[src/rtl/aps_pkg.sv]
package aps_pkg;

    localparam int unsigned MS_W   = 16;
    localparam int unsigned RPT_W  = 4;
    localparam int unsigned SETL_W = 8;
    localparam int unsigned REQ_W  = 4;
    localparam int unsigned IDX_W  = 3;

    // Configuration register indexes
    localparam logic [IDX_W-1:0] CFG_SHORT_ON   = 3'd0;
    localparam logic [IDX_W-1:0] CFG_LONG_ON    = 3'd1;
    localparam logic [IDX_W-1:0] CFG_PULSE_GAP  = 3'd2;
    localparam logic [IDX_W-1:0] CFG_LETTER_GAP = 3'd3;
    localparam logic [IDX_W-1:0] CFG_BEEP       = 3'd4;
    localparam logic [IDX_W-1:0] CFG_ALARM_HALF = 3'd5;
    localparam logic [IDX_W-1:0] CFG_REPEAT     = 3'd6;
    localparam logic [IDX_W-1:0] CFG_SETTLE     = 3'd7;

    // Request bits of trigger_mask
    localparam int unsigned REQ_SOS  = 0;
    localparam int unsigned REQ_BEEP = 1;
    localparam int unsigned REQ_LED  = 2;
    localparam int unsigned REQ_ACOU = 3;

    localparam logic [RPT_W-1:0] PULSE_MAX  = 4'd15;
    localparam logic [1:0]       LETTER_MAX = 2'd2;
    localparam logic [1:0]       LETTER_LONG = 2'd1;

    typedef enum logic [4:0] {
        PH_SETTLE = 5'b00001,
        PH_IDLE   = 5'b00010,
        PH_ON     = 5'b00100,
        PH_OFF    = 5'b01000,
        PH_GAP    = 5'b10000
    } t_phase;

    typedef enum logic [1:0] {
        PAT_SOS  = 2'd0,
        PAT_BEEP = 2'd1,
        PAT_ACOU = 2'd2,
        PAT_LED  = 2'd3
    } t_pattern;

    typedef struct packed {
        logic [MS_W-1:0]   short_on_ms;
        logic [MS_W-1:0]   long_on_ms;
        logic [MS_W-1:0]   pulse_gap_ms;
        logic [MS_W-1:0]   letter_gap_ms;
        logic [MS_W-1:0]   beep_ms;
        logic [MS_W-1:0]   alarm_half_ms;
        logic [RPT_W-1:0]  repeat_count;
        logic [SETL_W-1:0] settle_ms;
    } t_cfg;

    typedef struct packed {
        logic busy_res;
        logic led_pin;
        logic buzzer_pin;
    } t_pins;

endpackage

[src/rtl/alarm_pattern_sequencer.sv]
// Alarm pattern sequencer: each input item carries a millisecond tick flag and a
// mask of trigger requests; each accepted item produces exactly one result item
// with the buzzer pin level (active low), the LED pin level and a busy flag,
// taken after that item's state update. The block accepts one item every clock
// cycle unless a result is stalled; each result is registered on acceptance, and
// a new item is taken while a result waits whenever the output side is ready in
// that cycle. Pattern state advances in one pass of counter and compare logic
// per item. Configuration writes are taken in any cycle and are meant for idle
// periods; register index i of the cfg port selects register i of the list.
module alarm_pattern_sequencer (
    input  logic                      i_clk,
    input  logic                      i_rst_n,
    // tdata: [0] tick, [4:1] trigger_mask, [7:5] zero
    input  logic                      s_axis_tvalid,
    output logic                      s_axis_tready,
    input  logic [7:0]                s_axis_tdata,
    // tdata: [0] buzzer_pin, [1] led_pin, [2] busy_res, [7:3] zero
    output logic                      m_axis_tvalid,
    input  logic                      m_axis_tready,
    output logic [7:0]                m_axis_tdata,
    input  logic                      i_cfg_valid,
    output logic                      o_cfg_ready,
    input  logic [aps_pkg::IDX_W-1:0] i_cfg_index,
    input  logic [aps_pkg::MS_W-1:0]  i_cfg_data
);
    import aps_pkg::*;

    t_cfg  cfg;
    t_pins pins;
    logic  accept;
    logic  r_out_valid;
    t_pins r_out;

    assign s_axis_tready = !r_out_valid || m_axis_tready;
    assign accept        = s_axis_tvalid && s_axis_tready;

    aps_cfg_regs u_cfg (
        .i_clk       (i_clk),
        .i_rst_n     (i_rst_n),
        .i_cfg_valid (i_cfg_valid),
        .o_cfg_ready (o_cfg_ready),
        .i_cfg_index (i_cfg_index),
        .i_cfg_data  (i_cfg_data),
        .o_cfg       (cfg)
    );

    aps_seq u_seq (
        .i_clk          (i_clk),
        .i_rst_n        (i_rst_n),
        .i_en           (accept),
        .i_tick         (s_axis_tdata[0]),
        .i_trigger_mask (s_axis_tdata[REQ_W:1]),
        .i_cfg          (cfg),
        .o_pins         (pins)
    );

    always_ff @(posedge i_clk) begin
        if (!i_rst_n) begin
            r_out_valid <= 1'b0;
        end else if (accept) begin
            r_out_valid <= 1'b1;
        end else if (m_axis_tready) begin
            r_out_valid <= 1'b0;
        end
    end

    always_ff @(posedge i_clk) begin
        if (accept) begin
            r_out <= pins;
        end
    end

    assign m_axis_tvalid = r_out_valid;
    assign m_axis_tdata  = {5'b0, r_out.busy_res, r_out.led_pin, r_out.buzzer_pin};

endmodule

[src/rtl/aps_cfg_regs.sv]
module aps_cfg_regs (
    input  logic                    i_clk,
    input  logic                    i_rst_n,
    input  logic                    i_cfg_valid,
    output logic                    o_cfg_ready,
    input  logic [aps_pkg::IDX_W-1:0] i_cfg_index,
    input  logic [aps_pkg::MS_W-1:0]  i_cfg_data,
    output aps_pkg::t_cfg           o_cfg
);
    import aps_pkg::*;

    t_cfg r_cfg;

    assign o_cfg_ready = 1'b1;
    assign o_cfg       = r_cfg;

    always_ff @(posedge i_clk) begin
        if (!i_rst_n) begin
            r_cfg.short_on_ms   <= 16'd100;
            r_cfg.long_on_ms    <= 16'd300;
            r_cfg.pulse_gap_ms  <= 16'd100;
            r_cfg.letter_gap_ms <= 16'd200;
            r_cfg.beep_ms       <= 16'd100;
            r_cfg.alarm_half_ms <= 16'd200;
            r_cfg.repeat_count  <= 4'd3;
            r_cfg.settle_ms     <= 8'd1;
        end else if (i_cfg_valid) begin
            unique case (i_cfg_index)
                CFG_SHORT_ON:   r_cfg.short_on_ms   <= i_cfg_data;
                CFG_LONG_ON:    r_cfg.long_on_ms    <= i_cfg_data;
                CFG_PULSE_GAP:  r_cfg.pulse_gap_ms  <= i_cfg_data;
                CFG_LETTER_GAP: r_cfg.letter_gap_ms <= i_cfg_data;
                CFG_BEEP:       r_cfg.beep_ms       <= i_cfg_data;
                CFG_ALARM_HALF: r_cfg.alarm_half_ms <= i_cfg_data;
                CFG_REPEAT:     r_cfg.repeat_count  <= i_cfg_data[RPT_W-1:0];
                CFG_SETTLE:     r_cfg.settle_ms     <= i_cfg_data[SETL_W-1:0];
                default: ;
            endcase
        end
    end

endmodule

[src/rtl/aps_seq.sv]
module aps_seq (
    input  logic                      i_clk,
    input  logic                      i_rst_n,
    input  logic                      i_en,
    input  logic                      i_tick,
    input  logic [aps_pkg::REQ_W-1:0] i_trigger_mask,
    input  aps_pkg::t_cfg             i_cfg,
    output aps_pkg::t_pins            o_pins
);
    import aps_pkg::*;

    logic [REQ_W-1:0] r_pend,   n_pend;
    t_phase           r_phase,  n_phase;
    t_pattern         r_pat,    n_pat;
    logic [MS_W-1:0]  r_ms,     n_ms;
    logic [RPT_W-1:0] r_pulse,  n_pulse;
    logic [1:0]       r_letter, n_letter;

    logic [MS_W-1:0]  ms_inc;
    logic [MS_W-1:0]  on_time;
    logic [MS_W-1:0]  off_time;
    logic [RPT_W-1:0] pulse_inc;
    logic [RPT_W-1:0] rpt_eff;
    logic [REQ_W-1:0] pend_or;
    logic             is_on;

    assign ms_inc    = (r_ms == '1) ? r_ms : r_ms + 1'b1;
    assign pulse_inc = (r_pulse < PULSE_MAX) ? r_pulse + 1'b1 : r_pulse;
    assign rpt_eff   = (i_cfg.repeat_count == '0) ? RPT_W'(1) : i_cfg.repeat_count;
    assign pend_or   = r_pend | i_trigger_mask;

    always_comb begin
        priority if (r_pat == PAT_SOS) begin
            on_time = (r_letter == LETTER_LONG) ? i_cfg.long_on_ms : i_cfg.short_on_ms;
        end else if (r_pat == PAT_BEEP) begin
            on_time = i_cfg.beep_ms;
        end else begin
            on_time = i_cfg.alarm_half_ms;
        end
        off_time = (r_pat == PAT_SOS) ? i_cfg.pulse_gap_ms : i_cfg.alarm_half_ms;
    end

    always_comb begin
        n_pend   = pend_or;
        n_phase  = r_phase;
        n_pat    = r_pat;
        n_ms     = r_ms;
        n_pulse  = r_pulse;
        n_letter = r_letter;

        unique case (r_phase)
            PH_SETTLE: begin
                if (i_tick && (r_ms < MS_W'(i_cfg.settle_ms))) begin
                    n_ms = r_ms + 1'b1;
                end
                if (n_ms >= MS_W'(i_cfg.settle_ms)) begin
                    n_phase = PH_IDLE;
                    n_ms    = '0;
                end
            end
            PH_IDLE: ;
            PH_ON: begin
                if (i_tick) begin
                    n_ms = ms_inc;
                    if (ms_inc >= on_time) begin
                        n_ms    = '0;
                        n_phase = (r_pat == PAT_BEEP) ? PH_SETTLE : PH_OFF;
                    end
                end
            end
            PH_OFF: begin
                if (i_tick) begin
                    n_ms = ms_inc;
                    if (ms_inc >= off_time) begin
                        n_ms    = '0;
                        n_pulse = pulse_inc;
                        priority if (pulse_inc < rpt_eff) begin
                            n_phase = PH_ON;
                        end else if (r_pat == PAT_SOS && r_letter < LETTER_MAX) begin
                            if (i_cfg.letter_gap_ms == '0) begin
                                n_letter = r_letter + 1'b1;
                                n_pulse  = '0;
                                n_phase  = PH_ON;
                            end else begin
                                n_phase = PH_GAP;
                            end
                        end else begin
                            n_phase = PH_SETTLE;
                        end
                    end
                end
            end
            PH_GAP: begin
                if (i_tick) begin
                    n_ms = ms_inc;
                    if (ms_inc >= i_cfg.letter_gap_ms) begin
                        if (r_letter < LETTER_MAX) begin
                            n_letter = r_letter + 1'b1;
                        end
                        n_pulse = '0;
                        n_ms    = '0;
                        n_phase = PH_ON;
                    end
                end
            end
            default: ;
        endcase

        // idle reached in this item starts the request at once
        if (n_phase == PH_IDLE && pend_or != '0) begin
            priority if (pend_or[REQ_SOS]) begin
                n_pat = PAT_SOS;
            end else if (pend_or[REQ_BEEP]) begin
                n_pat = PAT_BEEP;
            end else if (pend_or[REQ_ACOU]) begin
                n_pat = PAT_ACOU;
            end else begin
                n_pat = PAT_LED;
            end
            n_pend   = '0;
            n_letter = '0;
            n_pulse  = '0;
            n_ms     = '0;
            n_phase  = PH_ON;
        end
    end

    assign is_on             = (n_phase == PH_ON);
    assign o_pins.buzzer_pin = !(is_on && n_pat != PAT_LED);
    assign o_pins.led_pin    = is_on && n_pat != PAT_BEEP;
    assign o_pins.busy_res   = (n_phase != PH_IDLE);

    always_ff @(posedge i_clk) begin
        if (!i_rst_n) begin
            r_pend   <= '0;
            r_phase  <= PH_SETTLE;
            r_pat    <= PAT_SOS;
            r_ms     <= '0;
            r_pulse  <= '0;
            r_letter <= '0;
        end else if (i_en) begin
            r_pend   <= n_pend;
            r_phase  <= n_phase;
            r_pat    <= n_pat;
            r_ms     <= n_ms;
            r_pulse  <= n_pulse;
            r_letter <= n_letter;
        end
    end

endmodule

[config.mk]
export PLATFORM = sky130hd
export DESIGN_NAME = alarm_pattern_sequencer
export DESIGN_NICKNAME = d
export VERILOG_FILES = /design/src/rtl/aps_pkg.sv /design/src/rtl/alarm_pattern_sequencer.sv /design/src/rtl/aps_cfg_regs.sv /design/src/rtl/aps_seq.sv
export SDC_FILE = /design/constraint.sdc
export NUM_CORES = 1
export LEC_CHECK = 0
export BUFFER_PORTS_ARGS = -buffer_cell sky130_fd_sc_hd__clkbuf_2
export CORE_AREA = 4 4 195 197
export DETAILED_ROUTE_END_ITERATION = 8
export DIE_AREA = 0 0 199 201
export GPL_TIMING_DRIVEN = 0
export MAX_ROUTING_LAYER = met4
export PLACE_DENSITY = 0.42
export SLEW_MARGIN = 15
export SYNTH_ARGS = -nofsm -noshare
export SYNTH_HDL_FRONTEND = slang
export SYNTH_HIERARCHICAL = 1
export SYNTH_SLANG_ARGS = --single-unit
[constraint.sdc]
create_clock -name i_clk -period 8.1 [get_ports i_clk]
set_input_delay 1.62 -clock i_clk [delete_from_list [all_inputs] [get_ports i_clk]]
set_output_delay 1.62 -clock i_clk [all_outputs]
set_load 0.005 [all_outputs]
==> results of run 1 <==
-- stage by stage --
stage                     std cells  worst slack, ps  instance area (um2)   util
after floorplan                1044             3560                 9000      -
after global placement         1545             2350                 9750  0.269
after detailed placement       1545             2430                 9750  0.269
after CTS                      1576             2400                10400  0.286
after global routing           1576             1900                10400  0.286
final                          1577             2360                10400  0.286
-- registers in the layout, summed over array words and instances (netlist names) --
signal / count
m_axis_tvalid: 1
u_seq/r_ms: 16
u_seq/r_letter: 2
u_seq/r_pend: 4
u_cfg/o_cfg: 108
u_seq/r_pat: 2
u_seq/r_pulse: 4
m_axis_tdata: 3
u_seq/r_phase: 5
-- worst min-delay path: cells and delay by family, from the launching register on --
kind / cells / cell delay, ps
flops: 1 / 310
simple gates: 1 / 50
mux: 1 / 50
-- power by group through the flow --
stage,clock (W),combinational (W),sequential [W]
3_3_place_gp,0,0.00114,0.000847
6_report,0.000855,0.00115,0.000833
2_1_floorplan,0,0.000828,0.000829
4_1_cts,0.000887,0.00116,0.000831
5_1_grt,0.000914,0.00129,0.000842
3_5_place_dp,0,0.00115,0.000847
-- path summary, 6_finish.rpt --
kind,startpoint,endpoint,slack (ps),cells after the start
min,u_cfg/o_cfg[103],u_cfg/o_cfg[103],460,2
max,u_seq/r_letter[1],u_seq/r_ms[7],2360,19
min reg2reg,u_cfg/o_cfg[103],u_cfg/o_cfg[103],460,2
max reg2reg,u_seq/r_letter[1],u_seq/r_ms[7],2360,19
-- cell type report --
cell class / instances / area (um2) / area share
well taps: 468 / 586 / 0.0564
inverters: 40 / 150 / 0.0145
clock buffers: 21 / 482 / 0.0464
flip-flops and latches: 145 / 2930 / 0.283
diodes: 1 / 2.50 / 0.000241
clock inverters: 10 / 146 / 0.0141
plain buffers: 66 / 350 / 0.0338
multi-input cells: 793 / 5560 / 0.536
repair buffers: 33 / 165 / 0.0159
-- synth_stat cells (3+ instances only) --
| cell | n |
|---|---|
| o22ai_1 | 3 |
| or2_2 | 3 |
| a21o_1 | 4 |
| nand2_1 | 142 |
| nand4b_1 | 3 |
| clkbuf_1 | 37 |
| buf_4 | 7 |
| nor2_1 | 68 |
| nand3_1 | 23 |
| a311oi_1 | 10 |
| mux2i_1 | 139 |
| inv_1 | 39 |
| buf_6 | 6 |
| a31oi_1 | 3 |
| nand2b_1 | 3 |
| and4b_1 | 3 |
| dfxtp_1 | 142 |
| and2_1 | 5 |
| nor4_1 | 6 |
| o2111ai_1 | 11 |
| a2111oi_0 | 3 |
| and3_1 | 8 |
| a21oi_1 | 81 |
| xnor2_1 | 9 |
| ha_1 | 69 |
| a21boi_0 | 4 |
| xor2_1 | 10 |
| o21a_1 | 8 |
| a211oi_1 | 9 |
| buf_1 | 3 |
| buf_2 | 11 |
| nor3_1 | 14 |
| o211ai_1 | 7 |
| nor2b_1 | 34 |
| nand4_1 | 12 |
| o21ai_0 | 36 |
| edfxtp_1 | 3 |
| mux2_2 | 3 |
| nand4bb_1 | 3 |
-- metal layers --
layer | track usage | wire length, um | vias to the layer above | part of all wire
met5 | - | 0 | - | 0
met4 | 0.0274 | 129 | 0 | 0.0046
met3 | 0.0233 | 729 | 7 | 0.026
met2 | 0.232 | 13100 | 72 | 0.47
met1 | 0.202 | 14100 | 3574 | 0.50
li1 | - | - | 3815 | -
-- kinds of logic (layout without fill, tap and decap cells) --
group,after synthesis,in the layout,share of synthesized area
AND/OR/NAND/NOR,348,348,0.190
AO/OA/AOI/OAI,209,209,0.153
flip-flops,145,145,0.327
multiplexers,142,142,0.159
buffers and inverters,106,170,0.0557
adder cells (fa/ha/maj),69,69,0.0961
XOR/XNOR,19,19,0.0185
other,2,7,0.000836
==> run summary, run 1 <==
Total GRT Usage = 0.147
# IOs = 43
GR Overflow Total = 0
Skew-Pair Late Insertion Delay = 440 ps
Hold buffer count at cts = 0
Post-DR wirelength/cell = 17.7 um
HPWL after DPL = 21,900 um
CP max stage delay = 680 ps
Register bit total from synthesis = 145
Row Count = 70
Syn Inst Count = 1,040
Worst Tran Pin Value = 875 ps
Final nets = 1,197
# port buffers = 33
Avg Vias per Cell = 4.74
Clock sink count = 145
Seq pwr share = 0.293
Synth top area cells = dfxtp_1, mux2i_1, ha_1
Status = finished clean
Die Ht = 201 um
CTS tree = built
WS Path Type = flip-flop to flip-flop
Worst Setup End Kind = flip-flop
Fmax = 174 MHz
Htree depth = 4
Final Power = 0.00284 W
Post-route minimum period = 5740 ps
Total of max-cap violations = 0
CORE AREA = 36,300 um2
Gate power share = 0.406
Internal power = 0.00172 W
Post-synth EDFFs = 3
Switching portion of total power = 0.393
Fillers = 3,941
Setup_tns = 0 ps
Synth Warn # = 6
Max-slew violation count = 0
TritonRoute pass-1 iters = 5
Synth Cell Area = 8980 um2
CTS root buf = clkbuf_16
Crit-path cells = inv_1 -> ha_1 -> clkbuf_1 -> clkbuf_1 -> mux2i_1 -> nor2_1 -> a21oi_1 -> o21ai_0 -> ha_1 -> nand2b_1 -> a21oi_1 -> o2111ai_1 -> a21oi_1 -> a311oi_1 -> and4_4 -> a41o_2 -> buf_6 -> a21oi_1 -> a311oi_1
Buf/Inv on CP = 4
Clk_skew = 12.1 ps
Slew headroom = 0.417
Critical path required time = 8420 ps
Vias post-DR = 7,468
RSZ-0062 raised after global routing = false
Syn Area/Cell = 8.64 um2
Sw power = 0.00112 W
Distinct cells, synth = 80
Final Wtd Congestion = 0.844
Clock group share of total power = 0.301
Most frequent cells in the layout = dfxtp_1, nand2_1, mux2i_1
Yosys top cell by area = dfxtp_1
Largest net degree at the start of global routing = 17
Final ANT Viol Nets = 0
Die W = 199 um
Vias in the first global route = 7,658
Worst hold slack = 457 ps
Clock slew seen by the registers of the worst setup and hold paths = 60 ps
Most frequent CP cell = a21oi_1
Post-synth top flop = dfxtp_1
Synth top area share = 0.317
Nature of the critical path startpoint = flip-flop
Crit path max fanout = 10
FFs w/ async S/R, synth = 0
Worst path slowest cell = clkbuf_1
Die area = 40,000 um2
Seq/Total Area, Yosys = 0.327
Detailed router's first-iteration violation count = 308
Layout area overhead = 15.5%
Cell family with most CP delay = compound AO/OA/AOI/OAI gates
Remaining routing DRC violations = 0
Worst VDD drop = 175 uV
Longest Clk Path Bufs = 2
Pwr Density = 274 nW/um2
Initial antenna violation count = 0
Period utilization = 0.709
Hold Path Class = flip-flop to flip-flop
Final setup vio count = 0
Post-CTS Setup Inserts = 0
Layout cells sized above 1 = 0.106
Total Wirelength = 28,000 um
WP data arrival = 6060 ps
First-pass GRT wire length = 44,400 um
Number of CTS-inserted buffers = 17
Final hold vios = 0
Cts repair resizes = 0
Total leakage power = 4.54 nW
Initial Util = 0.248
Power figures use the tool's default switching activity.
==> run 2: changes to the inputs <==
--- a/config.mk
+++ b/config.mk
@@ -5,13 +5,14 @@
 export SDC_FILE = /design/constraint.sdc
 export NUM_CORES = 1
 export LEC_CHECK = 0
+export ABC_AREA = 1
 export BUFFER_PORTS_ARGS = -buffer_cell sky130_fd_sc_hd__clkbuf_2
-export CORE_AREA = 4 4 195 197
+export CORE_AREA = 4 4 198 200
 export DETAILED_ROUTE_END_ITERATION = 8
-export DIE_AREA = 0 0 199 201
+export DIE_AREA = 0 0 202 204
 export GPL_TIMING_DRIVEN = 0
 export MAX_ROUTING_LAYER = met4
-export PLACE_DENSITY = 0.42
+export PLACE_DENSITY = 0.43
 export SLEW_MARGIN = 15
 export SYNTH_ARGS = -nofsm -noshare
 export SYNTH_HDL_FRONTEND = slang
==> constraint.sdc (replaced) <==
create_clock -name i_clk -period 4.8 [get_ports i_clk]
set_input_delay 0.96 -clock i_clk [delete_from_list [all_inputs] [get_ports i_clk]]
set_output_delay 0.96 -clock i_clk [all_outputs]
set_load 0.005 [all_outputs]
==> run summary, run 2 <==
Post-route minimum period = 4530 ps
Register bit total from synthesis = 145
TritonRoute pass-1 iters = 7
Initial antenna violation count = 0
Worst hold slack = 455 ps
Row Count = 71
Critical path required time = 4990 ps
Crit path max fanout = 8
# IOs = 43
Final setup vio count = 0
Worst R2R Start = u_seq/r_ms[2]
Final hold vios = 0
Most common library cells after synthesis = nand2_1, nor2_1, inv_1, nand3_1, dfxtp_1
CORE AREA = 37,400 um2
Skew-Pair Late Insertion Delay = 430 ps
Worst Hold Path EP = u_cfg/o_cfg[9]
Diodes inserted = 0
Layout cells sized above 1 = 0.121
Setup_tns = 0 ps
Synth Warn # = 6
Total Wirelength = 31,200 um
Clock slew seen by the registers of the worst setup and hold paths = 60 ps
Most frequent cell after synthesis = nand2_1
Total leakage power = 4.91 nW
Post-synth EDFFs = 3
Worst VDD drop = 262 uV
Core Util, Final = 0.290
Synth top area cells = dfxtp_1, nand2_1, nor2_1
Worst Setup End Kind = flip-flop
CTS root buf = clkbuf_16
Die W = 202 um
Number of CTS-inserted buffers = 17
Placed cells = 1,968
Layout area overhead = 17.3%
Fillers = 4,237
Slew headroom = 0.419
Distinct cells, synth = 44
Htree depth = 4
Hold path startpoint = u_cfg/o_cfg[9]
Synth Cell Area = 9230 um2
Total GRT Usage = 0.157
Post-synth top flop = dfxtp_1
Hold depth = 2
R2r setup slk = 270 ps
Vias post-DR = 8,933
Hold buffer count at cts = 0
Detailed router's first-iteration violation count = 485
Hold Path Class = flip-flop to flip-flop
Clock sink count = 145
# port buffers = 33
Most frequent cells in the layout = nand2_1, nor2_1, inv_1
Remaining routing DRC violations = 0
CTS tree = built
First-pass GRT wire length = 49,400 um
Pwr Density = 378 nW/um2
Longest Clk Path Bufs = 2
Die Ht = 204 um
RR Endpoint = m_axis_tdata[1]
Final ANT Viol Nets = 0
Die area = 41,200 um2
Largest net degree at the start of global routing = 17
Initial Util = 0.247
Total of max-cap violations = 0
Commonest non-fill, non-tap cell in the layout = nand2_1
Non-Filler Instances = 2,009
FFs w/ async S/R, synth = 0
Cells on worst reg2reg path = 25
GR Overflow Total = 0
Seq/Total Area, Yosys = 0.318
Post-DR wirelength/cell = 15.5 um
Clk_skew = 7.68 ps
Avg Vias per Cell = 4.45
Worst Tran Pin Value = 872 ps
Syn Area/Cell = 6.50 um2
Syn Inst Count = 1,420
Synth top area share = 0.308
Fmax = 221 MHz
WS Path Type = flip-flop to flip-flop
Nature of the critical path startpoint = flip-flop
Period utilization = 0.943
Status = finished clean
Final Wtd Congestion = 0.879
WP data arrival = 4720 ps
Largest register FFs = 108
Final nets = 1,586
Max-slew violation count = 0
Vias in the first global route = 8,691
Yosys top cell by area = dfxtp_1
HPWL after DPL = 24,700 um
==> run 2: cell types whose count changed in the layout (fill, tap and decap cells not counted), sizes merged, moves of 10 or more <==
cell     change
nand3      +122
a211oi      -11
a221oi      +15
nand2      +252
clkbuf      -21
mux2i      -139
nor2b       -34
buf         +24
inv        +108
o2111ai     -11
a311oi      -10
nor2       +185
==> run 2: critical path, stage by stage (launching register included) <==
cell	delay (ps)
dfxtp_4	370
nand2_1	90
nor2_4	120
nand4_1	160
or4_4	570
nor4_4	160
xor2_1	200
nand2_2	170
ha_1	350
a21oi_1	160
o21ai_0	130
a21oi_1	180
nand3_2	150
nand3_1	120
nand3_1	140
nor2_4	150
nand2_2	70
nor2_4	150
nand3_4	130
buf_8	170
inv_2	100
o211ai_1	120
o21ai_2	110
inv_1	70
o21ai_2	110
inv_1	40
==> run 2: per-stage QoR <==
step	area [um2]	setup WS, ps	total power (W)
floorplan	9250	664	0.00233
global route	10800	-21.2	0.00440
global placement	10000	-602	0.00272
detailed placement	10000	-587	0.00273
finish	10800	271	0.00409
CTS	10600	29.5	0.00404
==> run 2: cell type report <==
| cell class | instances | area, um2 | share of cell area |
|---|---|---|---|
| buffer | 59 | 339 | 0.0313 |
| timing repair buffer | 44 | 248 | 0.0229 |
| tap | 511 | 639 | 0.0590 |
| multi-input combinational | 1070 | 5560 | 0.513 |
| sequential | 145 | 2950 | 0.272 |
| clock buffer | 20 | 437 | 0.0403 |
| inverter | 148 | 556 | 0.0513 |
| clock inverter | 12 | 111 | 0.0103 |
==> run 2: cells by family after synthesis <==
| group | synth area share |
|---|---|
| and+or+nand+nor | 0.386 |
| buffers and inverters | 0.0964 |
| AOI/OAI and AO/OA | 0.0914 |
| DFF | 0.318 |
| adders and majority gates | 0.0935 |
| xor gates and xnor gates | 0.0142 |
| other | 0.000814 |
==> run 2: power breakdown <==
part           internal (W)  switching, W
clock              0.000715      0.000563
sequential          0.00129     0.0000735
combinational      0.000504      0.000945
==> run 2: worst max-delay path by stage <==
stage | slack (ps) | from | end | cells after the start
2_1_floorplan | 660 | u_seq/r_ms[2] | m_axis_tdata[1] | 24
3_3_place_gp | -600 | u_seq/r_pat[1] | m_axis_tdata[1] | 26
3_5_place_dp | -590 | u_seq/r_pat[1] | m_axis_tdata[1] | 27
4_1_cts | 30 | u_seq/r_ms[1] | m_axis_tdata[1] | 26
5_1_grt | -20 | u_seq/r_ms[2] | m_axis_tdata[1] | 28
6_report | 270 | u_seq/r_ms[2] | m_axis_tdata[1] | 25
==> run 2: metal layers <==
layer,GRT usage,vias up,wire (um)
met2,0.257,151,14400
met3,0.0205,20,967
met4,0.0359,0,428
met5,-,-,0
li1,-,4684,-
met1,0.209,4078,15400
==> run 2: what timing repair did <==
action	4_1_cts	5_1_grt
buffers inserted	1	10
pin swaps	2	13
endpoints found under the hold margin	0	0
endpoints found under the setup margin	31	26
resized for setup	11	30
